### src/rtl/spp_pkg.sv
package spp_pkg;

  localparam int unsigned NUM_BINS = 1024;
  localparam int unsigned BIN_W = $clog2(NUM_BINS);
  localparam int unsigned MAG_W = 24;
  localparam int unsigned THR_W = 24;
  localparam int unsigned DEN_W = MAG_W + 1;
  localparam int unsigned FRAC_W = 15;
  localparam int unsigned OUT_W = 25;

  // quotient bit counts of the two divisions
  localparam int unsigned QOFF_STEPS = FRAC_W - 1;
  localparam int unsigned QMAG_STEPS = MAG_W - 3;
  // vertex term divides by 8*den
  localparam int unsigned MAG_DIV_SHIFT = 3;
  localparam int unsigned REM_W = DEN_W + MAG_DIV_SHIFT + QMAG_STEPS - 1;
  localparam int unsigned STEP_W = $clog2(QMAG_STEPS);

  localparam int unsigned QUEUE_DEPTH = 4;
  localparam int unsigned QPTR_W = $clog2(QUEUE_DEPTH);
  localparam int unsigned QCNT_W = QPTR_W + 1;

  // one detected peak, waiting for its refinement
  typedef struct packed {
    logic [BIN_W-1:0] pbin;
    logic [MAG_W-1:0] beta;
    logic [MAG_W-1:0] adiff;
    logic             neg;
    logic [DEN_W-1:0] den;
  } spp_job_t;

  typedef struct packed {
    logic full;
    logic empty;
  } spp_queue_status_t;

endpackage

### src/rtl/spp_if.sv
interface spp_bin_if;
  import spp_pkg::*;
  logic             valid;
  logic             ready;
  logic [MAG_W-1:0] magnitude;
  logic             last_bin;
  modport source (output valid, output magnitude, output last_bin, input ready);
  modport sink (input valid, input magnitude, input last_bin, output ready);
endinterface

interface spp_cfg_if;
  import spp_pkg::*;
  logic             valid;
  logic             ready;
  logic [THR_W-1:0] peak_threshold;
  modport source (output valid, output peak_threshold, input ready);
  modport sink (input valid, input peak_threshold, output ready);
endinterface

interface spp_peak_if;
  import spp_pkg::*;
  logic             valid;
  logic             ready;
  logic [BIN_W-1:0] peak_index;
  logic [OUT_W-1:0] refined_bin;
  logic [OUT_W-1:0] peak_magnitude;
  modport source (output valid, output peak_index, output refined_bin,
                  output peak_magnitude, input ready);
  modport sink (input valid, input peak_index, input refined_bin,
                input peak_magnitude, output ready);
endinterface

### src/rtl/spectral_peak_picker_core.sv
// spectral peak picker with parabolic refinement
//
// bin_i: magnitude bins of one spectrum in ascending order, last_bin marks the
//   final one; a transaction takes place when valid and ready are both high
// cfg_i: writes the peak threshold, always ready; write only while idle
// peak_o: one transaction per detected peak: integer bin, refined bin in
//   unsigned q.15 and the vertex magnitude truncated to an integer
//
// the front end judges bin c-1 when bin c arrives and takes one bin per cycle
// as long as the job queue (4 entries) has room; a peak becomes a queued job
// the back end refines one job at a time on a shared restoring divider, one
// quotient bit per cycle: 14 quotient bits for the offset, 21 for the vertex
// term; each job passes the offset division, the vertex division and the
// output state in that order before its result enters the output register
// a stalled receiver holds the output register; the back end then waits with
// its next result, the queue fills and bin_i.ready drops when it is full
// reset clears the bin history, the counter, the threshold and the queue
module spectral_peak_picker_core import spp_pkg::*; (
  input  logic       clk_i,
  input  logic       rst_ni,
  spp_bin_if.sink    bin_i,
  spp_cfg_if.sink    cfg_i,
  spp_peak_if.source peak_o
);

  logic              push;
  logic              pop;
  spp_job_t          push_job;
  spp_job_t          head_job;
  spp_queue_status_t queue_status;

  // front end: history, bin counter, threshold and peak test
  spp_front u_front (
    .clk_i        (clk_i),
    .rst_ni       (rst_ni),
    .bin_valid_i  (bin_i.valid),
    .magnitude_i  (bin_i.magnitude),
    .last_bin_i   (bin_i.last_bin),
    .queue_full_i (queue_status.full),
    .bin_ready_o  (bin_i.ready),
    .cfg_valid_i  (cfg_i.valid),
    .cfg_thr_i    (cfg_i.peak_threshold),
    .cfg_ready_o  (cfg_i.ready),
    .push_o       (push),
    .job_o        (push_job)
  );

  // short job queue decouples bin intake from the divider
  spp_queue u_queue (
    .clk_i      (clk_i),
    .rst_ni     (rst_ni),
    .push_i     (push),
    .push_job_i (push_job),
    .pop_i      (pop),
    .head_job_o (head_job),
    .status_o   (queue_status)
  );

  // back end: offset and vertex divisions plus output register
  spp_back u_back (
    .clk_i            (clk_i),
    .rst_ni           (rst_ni),
    .queue_status_i   (queue_status),
    .head_job_i       (head_job),
    .pop_o            (pop),
    .peak_valid_o     (peak_o.valid),
    .peak_ready_i     (peak_o.ready),
    .peak_index_o     (peak_o.peak_index),
    .refined_bin_o    (peak_o.refined_bin),
    .peak_magnitude_o (peak_o.peak_magnitude)
  );

endmodule

### src/rtl/spp_front.sv
module spp_front import spp_pkg::*; (
  input  logic             clk_i,
  input  logic             rst_ni,
  input  logic             bin_valid_i,
  input  logic [MAG_W-1:0] magnitude_i,
  input  logic             last_bin_i,
  input  logic             queue_full_i,
  output logic             bin_ready_o,
  input  logic             cfg_valid_i,
  input  logic [THR_W-1:0] cfg_thr_i,
  output logic             cfg_ready_o,
  output logic             push_o,
  output spp_job_t         job_o
);

  logic [MAG_W-1:0] older_q, newer_q;
  logic [BIN_W-1:0] bin_cnt_q, bin_cnt_d;
  logic [THR_W-1:0] thr_q;
  logic             accept, is_peak, cnt_wrap;

  assign bin_ready_o = !queue_full_i;
  assign cfg_ready_o = 1'b1;
  assign accept = bin_valid_i && bin_ready_o;

  // bin c-1 judged against c-2 and c
  assign is_peak = (bin_cnt_q >= BIN_W'(2)) && (newer_q > older_q) &&
                   (newer_q > magnitude_i) && (MAG_W'(newer_q) > thr_q);

  always_comb begin
    job_o.pbin = bin_cnt_q - BIN_W'(1);
    job_o.beta = newer_q;
    job_o.den = DEN_W'(newer_q - older_q) + DEN_W'(newer_q - magnitude_i);
    if (magnitude_i >= older_q) begin
      job_o.adiff = magnitude_i - older_q;
      job_o.neg = 1'b0;
    end else begin
      job_o.adiff = older_q - magnitude_i;
      job_o.neg = 1'b1;
    end
  end

  assign push_o = accept && is_peak;

  assign cnt_wrap = last_bin_i || (bin_cnt_q == BIN_W'(NUM_BINS - 1));
  assign bin_cnt_d = cnt_wrap ? '0 : bin_cnt_q + BIN_W'(1);

  always_ff @(posedge clk_i or negedge rst_ni) begin
    if (!rst_ni) begin
      older_q <= '0;
      newer_q <= '0;
      bin_cnt_q <= '0;
      thr_q <= '0;
    end else begin
      if (accept) begin
        older_q <= newer_q;
        newer_q <= magnitude_i;
        bin_cnt_q <= bin_cnt_d;
      end
      if (cfg_valid_i) begin
        thr_q <= cfg_thr_i;
      end
    end
  end

endmodule

### src/rtl/spp_queue.sv
module spp_queue import spp_pkg::*; (
  input  logic              clk_i,
  input  logic              rst_ni,
  input  logic              push_i,
  input  spp_job_t          push_job_i,
  input  logic              pop_i,
  output spp_job_t          head_job_o,
  output spp_queue_status_t status_o
);

  spp_job_t          slots_q [QUEUE_DEPTH];
  logic [QPTR_W-1:0] wr_ptr_q, rd_ptr_q;
  logic [QCNT_W-1:0] count_q;
  logic              do_push, do_pop;

  assign status_o.full = (count_q == QCNT_W'(QUEUE_DEPTH));
  assign status_o.empty = (count_q == '0);
  assign do_push = push_i && !status_o.full;
  assign do_pop = pop_i && !status_o.empty;
  assign head_job_o = slots_q[rd_ptr_q];

  always_ff @(posedge clk_i) begin
    if (do_push) begin
      slots_q[wr_ptr_q] <= push_job_i;
    end
  end

  always_ff @(posedge clk_i or negedge rst_ni) begin
    if (!rst_ni) begin
      wr_ptr_q <= '0;
      rd_ptr_q <= '0;
      count_q <= '0;
    end else begin
      if (do_push) begin
        wr_ptr_q <= wr_ptr_q + QPTR_W'(1);
      end
      if (do_pop) begin
        rd_ptr_q <= rd_ptr_q + QPTR_W'(1);
      end
      unique case ({do_push, do_pop})
        2'b10: count_q <= count_q + QCNT_W'(1);
        2'b01: count_q <= count_q - QCNT_W'(1);
        default: count_q <= count_q;
      endcase
    end
  end

endmodule

### src/rtl/spp_back.sv
module spp_back import spp_pkg::*; (
  input  logic              clk_i,
  input  logic              rst_ni,
  input  spp_queue_status_t queue_status_i,
  input  spp_job_t          head_job_i,
  output logic              pop_o,
  output logic              peak_valid_o,
  input  logic              peak_ready_i,
  output logic [BIN_W-1:0]  peak_index_o,
  output logic [OUT_W-1:0]  refined_bin_o,
  output logic [OUT_W-1:0]  peak_magnitude_o
);

  typedef enum logic [1:0] {
    S_IDLE,
    S_DIV_OFF,
    S_DIV_MAG,
    S_OUT
  } state_e;

  state_e                   state_q;
  spp_job_t                 job_q;
  logic [REM_W-1:0]         rem_q, rem_d, dsh_q;
  logic [QMAG_STEPS-1:0]    quo_q, quo_d;
  logic [QOFF_STEPS-1:0]    qoff_q;
  logic [2*MAG_W-1:0]       sq_q;
  logic [STEP_W-1:0]        step_q;
  logic                     ge;
  logic [OUT_W-1:0]         base_bin, refined, vertex;
  logic                     out_free;
  logic                     out_load;
  logic                     out_valid_d;
  logic                     out_valid_q;
  logic [BIN_W-1:0]         out_bin_q;
  logic [OUT_W-1:0]         out_ref_q, out_mag_q;

  // one restoring step per cycle
  assign ge = (rem_q >= dsh_q);
  assign rem_d = ge ? rem_q - dsh_q : rem_q;
  assign quo_d = {quo_q[QMAG_STEPS-2:0], ge};

  assign base_bin = OUT_W'(job_q.pbin) << FRAC_W;
  assign refined = job_q.neg ? base_bin - OUT_W'(qoff_q) : base_bin + OUT_W'(qoff_q);
  assign vertex = OUT_W'(job_q.beta) + OUT_W'(quo_q);

  assign out_free = !out_valid_q || peak_ready_i;
  assign out_load = (state_q == S_OUT) && out_free;
  assign out_valid_d = out_load || (out_valid_q && !peak_ready_i);
  assign pop_o = (state_q == S_IDLE) && !queue_status_i.empty;

  always_ff @(posedge clk_i) begin
    sq_q <= job_q.adiff * job_q.adiff;
  end

  always_ff @(posedge clk_i or negedge rst_ni) begin
    if (!rst_ni) begin
      state_q <= S_IDLE;
      out_valid_q <= 1'b0;
      job_q <= '0;
      rem_q <= '0;
      dsh_q <= '0;
      quo_q <= '0;
      qoff_q <= '0;
      step_q <= '0;
      out_bin_q <= '0;
      out_ref_q <= '0;
      out_mag_q <= '0;
    end else begin
      out_valid_q <= out_valid_d;
      unique case (state_q)
        S_IDLE: begin
          if (pop_o) begin
            job_q <= head_job_i;
            rem_q <= REM_W'(head_job_i.adiff) << QOFF_STEPS;
            dsh_q <= REM_W'(head_job_i.den) << (QOFF_STEPS - 1);
            quo_q <= '0;
            step_q <= STEP_W'(QOFF_STEPS - 1);
            state_q <= S_DIV_OFF;
          end
        end
        S_DIV_OFF: begin
          if (step_q == '0) begin
            qoff_q <= quo_d[QOFF_STEPS-1:0];
            rem_q <= REM_W'(sq_q);
            dsh_q <= REM_W'(job_q.den) << (MAG_DIV_SHIFT + QMAG_STEPS - 1);
            quo_q <= '0;
            step_q <= STEP_W'(QMAG_STEPS - 1);
            state_q <= S_DIV_MAG;
          end else begin
            rem_q <= rem_d;
            dsh_q <= dsh_q >> 1;
            quo_q <= quo_d;
            step_q <= step_q - STEP_W'(1);
          end
        end
        S_DIV_MAG: begin
          rem_q <= rem_d;
          dsh_q <= dsh_q >> 1;
          quo_q <= quo_d;
          if (step_q == '0) begin
            state_q <= S_OUT;
          end else begin
            step_q <= step_q - STEP_W'(1);
          end
        end
        S_OUT: begin
          if (out_load) begin
            out_bin_q <= job_q.pbin;
            out_ref_q <= refined;
            out_mag_q <= vertex;
            state_q <= S_IDLE;
          end
        end
        default: state_q <= S_IDLE;
      endcase
    end
  end

  assign peak_valid_o = out_valid_q;
  assign peak_index_o = out_bin_q;
  assign refined_bin_o = out_ref_q;
  assign peak_magnitude_o = out_mag_q;

  // a peak always has a positive curvature term
  a_den_nonzero: assert property (@(posedge clk_i) disable iff (!rst_ni)
    (state_q != S_IDLE) |-> (job_q.den != '0))
    else $error("zero denominator on a queued peak");

  // the vertex never lies below the peak bin itself
  a_vertex_above_beta: assert property (@(posedge clk_i) disable iff (!rst_ni)
    (state_q == S_OUT) |-> (vertex >= OUT_W'(job_q.beta)))
    else $error("vertex magnitude below bin magnitude");

  // a new result only comes out of the output state
  a_result_source: assert property (@(posedge clk_i) disable iff (!rst_ni)
    $rose(out_valid_q) |-> $past(state_q == S_OUT))
    else $error("result raised outside output state");

  // the offset division stays below the remainder bound
  a_offset_remainder: assert property (@(posedge clk_i) disable iff (!rst_ni)
    (state_q == S_DIV_OFF && step_q == '0) |-> (rem_d < REM_W'(job_q.den)))
    else $error("offset quotient overflow");

endmodule
### src/flat_wrapper.sv
// flat-port wrapper written by rule: the top's interface ports become plain ports
module spectral_peak_picker_core_flat import spp_pkg::*;
  (clk_i, rst_ni, bin_i_valid, bin_i_magnitude, bin_i_last_bin, bin_i_ready, cfg_i_valid, cfg_i_peak_threshold, cfg_i_ready, peak_o_valid, peak_o_peak_index, peak_o_refined_bin, peak_o_peak_magnitude, peak_o_ready);
  spp_bin_if bin_i_i ();
  spp_cfg_if cfg_i_i ();
  spp_peak_if peak_o_i ();
  input  logic clk_i;
  input  logic rst_ni;
  input wire logic [$bits(bin_i_i.valid)-1:0] bin_i_valid;
  input wire logic [$bits(bin_i_i.magnitude)-1:0] bin_i_magnitude;
  input wire logic [$bits(bin_i_i.last_bin)-1:0] bin_i_last_bin;
  output wire logic [$bits(bin_i_i.ready)-1:0] bin_i_ready;
  input wire logic [$bits(cfg_i_i.valid)-1:0] cfg_i_valid;
  input wire logic [$bits(cfg_i_i.peak_threshold)-1:0] cfg_i_peak_threshold;
  output wire logic [$bits(cfg_i_i.ready)-1:0] cfg_i_ready;
  output wire logic [$bits(peak_o_i.valid)-1:0] peak_o_valid;
  output wire logic [$bits(peak_o_i.peak_index)-1:0] peak_o_peak_index;
  output wire logic [$bits(peak_o_i.refined_bin)-1:0] peak_o_refined_bin;
  output wire logic [$bits(peak_o_i.peak_magnitude)-1:0] peak_o_peak_magnitude;
  input wire logic [$bits(peak_o_i.ready)-1:0] peak_o_ready;
  assign bin_i_i.valid = bin_i_valid;
  assign bin_i_i.magnitude = bin_i_magnitude;
  assign bin_i_i.last_bin = bin_i_last_bin;
  assign bin_i_ready = bin_i_i.ready;
  assign cfg_i_i.valid = cfg_i_valid;
  assign cfg_i_i.peak_threshold = cfg_i_peak_threshold;
  assign cfg_i_ready = cfg_i_i.ready;
  assign peak_o_valid = peak_o_i.valid;
  assign peak_o_peak_index = peak_o_i.peak_index;
  assign peak_o_refined_bin = peak_o_i.refined_bin;
  assign peak_o_peak_magnitude = peak_o_i.peak_magnitude;
  assign peak_o_i.ready = peak_o_ready;
  spectral_peak_picker_core u_core (.clk_i(clk_i), .rst_ni(rst_ni), .bin_i(bin_i_i), .cfg_i(cfg_i_i), .peak_o(peak_o_i));
endmodule
### config.mk
export PLATFORM = sky130hd
export DESIGN_NAME = spectral_peak_picker_core_flat
export DESIGN_NICKNAME = d
export VERILOG_FILES = /design/src/rtl/spp_pkg.sv /design/src/rtl/spp_if.sv /design/src/rtl/spectral_peak_picker_core.sv /design/src/rtl/spp_front.sv /design/src/rtl/spp_queue.sv /design/src/rtl/spp_back.sv /design/src/flat_wrapper.sv
export SDC_FILE = /design/constraint.sdc
export NUM_CORES = 2
export LEC_CHECK = 0
export ABC_AREA = 1
export BUFFER_PORTS_ARGS = -buffer_cell sky130_fd_sc_hd__buf_4
export CORE_UTILIZATION = 38
export CTS_BUF_LIST = sky130_fd_sc_hd__clkbuf_4 sky130_fd_sc_hd__clkbuf_8
export DETAILED_ROUTE_END_ITERATION = 16
export GPL_TIMING_DRIVEN = 0
export SLEW_MARGIN = 20
export SYNTH_ARGS = -nofsm -noshare
export SYNTH_HDL_FRONTEND = slang
export SYNTH_SLANG_ARGS = --single-unit
### constraint.sdc
create_clock -name clk_i -period 5.9 [get_ports clk_i]
set_clock_uncertainty 0.1 [all_clocks]
set_input_delay 1.18 -clock clk_i [delete_from_list [all_inputs] [get_ports clk_i]]
set_output_delay 1.18 -clock clk_i [all_outputs]
set_load 0.005 [all_outputs]
==> qor.csv <==
stage,metric,value,unit
min_path,HP Class,in -> async,
logic_synthesis,Ys Warns,0,
clock_network,Root Buffer,clkbuf_8,
global_routing,initial antenna violation count,3,
floorplanning,placement row count,143,
setup_path,crit path max fanout,4,
placed_design,DP Worst Slack,-1417,ps
global_routing,first-pass GRT wire length,299.0,mm
floorplanning,# IOs,117,
logic_synthesis,Post-synth EDFFs,336,
route,Via-to-Cell Ratio,5.184,
setup_path,Worst R2R End,u_core.u_back.sq_q[45],
global_routing,Tot GR Track Use,25.28,%
setup_path,CP required,6580,ps
route,Pre-Repair DR Iteration Count,6,
logic_synthesis,"Avg Cell Area, Syn",8.374,µm²
setup_path,CP Launch Type,flop,
route,Starting DRT DRC Count,4498,
setup_path,last element of the critical path,u_core.u_back.sq_q[45],
placed_design,placed inst area,62600,µm²
logic_synthesis,Seq cells post-synth,755,
clock_network,Num CTS Buffers,137,
setup_path,kind of critical path,reg -> reg,
floorplanning,Die Y,393.5,µm
setup_path,CP startpoint,u_core.u_back.job_q[46],
placed_design,port buffer count,114,
layout,final instance area,69950,µm²
logic_synthesis,syn nets,7884,
sta,setup violators final,32,
logic_synthesis,synth top area cells,"edfxtp_1 (17%), dfrtp_1 (16%), fa_1 (16%)",
global_routing,grt ovf,0,
layout,post-layout net count,8325,
sta,period utilisation layout,112.1,%
setup_path,nature of the critical path endpoint,flop,
global_routing,vias in the first global route,49110,
logic_synthesis,Synth top cells by count,"nand2_1 (1,664), inv_1 (1,344), nor2_1 (511)",
setup_path,reg-to-reg startpoint,u_core.u_back.job_q[46],
placed_design,dpl hpwl,153.9,mm
layout,layout cells sized above 1,14.54,%
floorplanning,starting density of the core,38.29,%
logic_synthesis,library cells used by synthesis,64,
route,Detailed Route WL,198.9,mm
sta,Max Slew Vio Count,0,
clock_network,worst skew pair latency,860,ps
sta,slew of the pin with the lowest slew margin,1180,ps
clock_network,H-tree depth,4,
clock_network,TritonCTS clock tree,done,
sta,hold_ws,164.1,ps
logic_synthesis,post-synth top area cell,edfxtp_1,
placed_design,DP Cell Count,9119,
logic_synthesis,mapped cell area,58230,µm²
global_routing,largest net degree at the start of global routing,83,
sta,final hold vios,0,
clock_network,# hold bufs at CTS,0,
clock_network,maximum root-to-sink buffer count,3,
logic_synthesis,most common cell in the synthesized netlist,nand2_1,
sta,Max transition margin,21.32,%
logic_synthesis,Synth Flop Type,dfrtp_1,
logic_synthesis,cells after synthesis,6954,
placed_design,gpl congestion,0.9705,
route,DR WL/cell,20.85,µm
logic_synthesis,Yosys top cell area share,17.33,%
run,max cap viols,0,
floorplanning,core area,152100,µm²
floorplanning,die width,393.5,µm
setup_path,CP arrival,7300,ps
clock_network,Clock Sinks,755,
setup_path,r2r setup slk,-720,ps
run_status,status,"complete, but fails checks",
sta,fmax,151.1,MHz
sta,RSZ-0062 raised after global routing,yes,
route,via count,49440,
layout,Finished Layout Cells,9537,
logic_synthesis,"Seq/Total Area, Yosys",34.93,%
layout,synthesis-to-layout area growth,20.13,%
layout,# fillers,14590,
run_status,failing checks,setup timing,
setup_path,r2r worst-path depth,26,
floorplanning,die area,154800,µm²
sta,Final Worst Setup Slack,-716.5,ps
logic_synthesis,ys async rst share,49.27,%
route,drt drc,0,
sta,post-layout min period,6616,ps
clock_network,clock slew at reported path FFs,60,ps
route,post-route antenna net violation count,0,
[how the worst min path moves through the flow]
stage          slack (ps)                     endpoint               startpoint  depth (start not counted)
6_report              160  u_core.u_front.bin_cnt_q[7]                   rst_ni                          1
2_1_floorplan         250        u_core.u_back.sq_q[0]  u_core.u_back.job_q[26]                          0
4_1_cts               120   u_core.u_queue.wr_ptr_q[0]                   rst_ni                          1
3_5_place_dp          260        u_core.u_back.sq_q[0]  u_core.u_back.job_q[26]                          0
3_3_place_gp          250        u_core.u_back.sq_q[0]  u_core.u_back.job_q[26]                          0
5_1_grt               160  u_core.u_front.bin_cnt_q[7]                   rst_ni                          1
[layer usage]
layer	global-route usage, %	part of all wire [%]	vias to the layer above
met4	9.519	4.3	0
met5	0	0	-
met1	34.39	43	24360
li1	-	-	22830
met2	41.24	47	1824
met3	3.004	5.9	430
[worst max-delay path, stage by stage, from the launching register on]
cell and delay (ps):
dfrtp_2 510, clkbuf_16 190, nand2_1 70, fa_1 590, inv_1 80, fa_1 550, inv_2 40, fa_1 520
inv_2 50, fa_1 580, fa_1 440, fa_1 490, inv_1 50, fa_2 570, inv_2 50, ha_4 310
nand2_4 80, nor2_4 130, inv_4 60, nor2_4 140, inv_2 100, nor3_4 240, o21ai_2 150, nand3_4 150
nand2_2 60, nand2_2 70, xor2_2 170
[through the flow]
step | setup TNS (ps) | util (%)
after floorplan | -243210 | -
after global placement | -1762960 | 40.79
after detailed placement | -38500 | 41.16
after CTS | -11370 | 45.23
after global routing | -18900 | 46.00
final | -14770 | 46.00
[state kept, by name, indices dropped and copies added, names as in the netlist, 24 cells and up]
register                        flops
u_core.u_back.refined_bin_o        25
u_core.u_front.thr_q               24
u_core.u_back.sq_q                 47
u_core.u_front.older_q             24
u_core.u_back.peak_magnitude_o     25
u_core.u_queue.slots_q            336
u_core.u_back.dsh_q                48
u_core.u_front.newer_q             24
u_core.u_back.rem_q                48
u_core.u_back.job_q                74
[cell usage in the layout, fill, tap and decap left out, drive strengths merged, types with 47 or more instances in the layout]
| cell type | count |
|---|---|
| a21oi | 325 |
| a31oi | 51 |
| buf | 351 |
| clkbuf | 385 |
| dfrtp | 372 |
| dfxtp | 47 |
| edfxtp | 336 |
| fa | 451 |
| ha | 425 |
| inv | 1363 |
| nand2 | 1667 |
| nand3 | 178 |
| nor2 | 518 |
| o21ai | 482 |
| o22ai | 69 |
| xnor2 | 49 |
| xor2 | 123 |
[cell families after synthesis]
kind of cell | Yosys count | share of synthesized area, %
AO/OA/AOI/OAI | 1085 | 10.57
other | 1 | 0.006440
multiplexers | 1 | 0.01934
buffers and inverters | 1586 | 10.36
flip-flops | 755 | 34.93
adder cells (fa/ha/maj) | 876 | 24.64
XOR/XNOR | 172 | 2.587
AND/OR/NAND/NOR | 2478 | 16.90
[layout make-up]
type	count	area [µm²]	area share, %
buffer	225	1829	2.615
multi-input combinational	4613	34120	48.77
sequential	755	20360	29.11
timing repair buffer	305	2922	4.176
inverter	1358	5120	7.319
clock inverter	44	494.2	0.7065
clock buffer	206	2566	3.668
tap	2030	2540	3.631
antenna	1	2.502	0.003577
[what timing repair did]
item	CTS	global route
resized for setup	491	226
setup endpoints to repair	37	36
pin swaps	136	129
buffers inserted	129	46
Power is left out: the tool's default activity adds up to more than one toggle a clock period on the data nets, which glitch-free logic cannot reach.
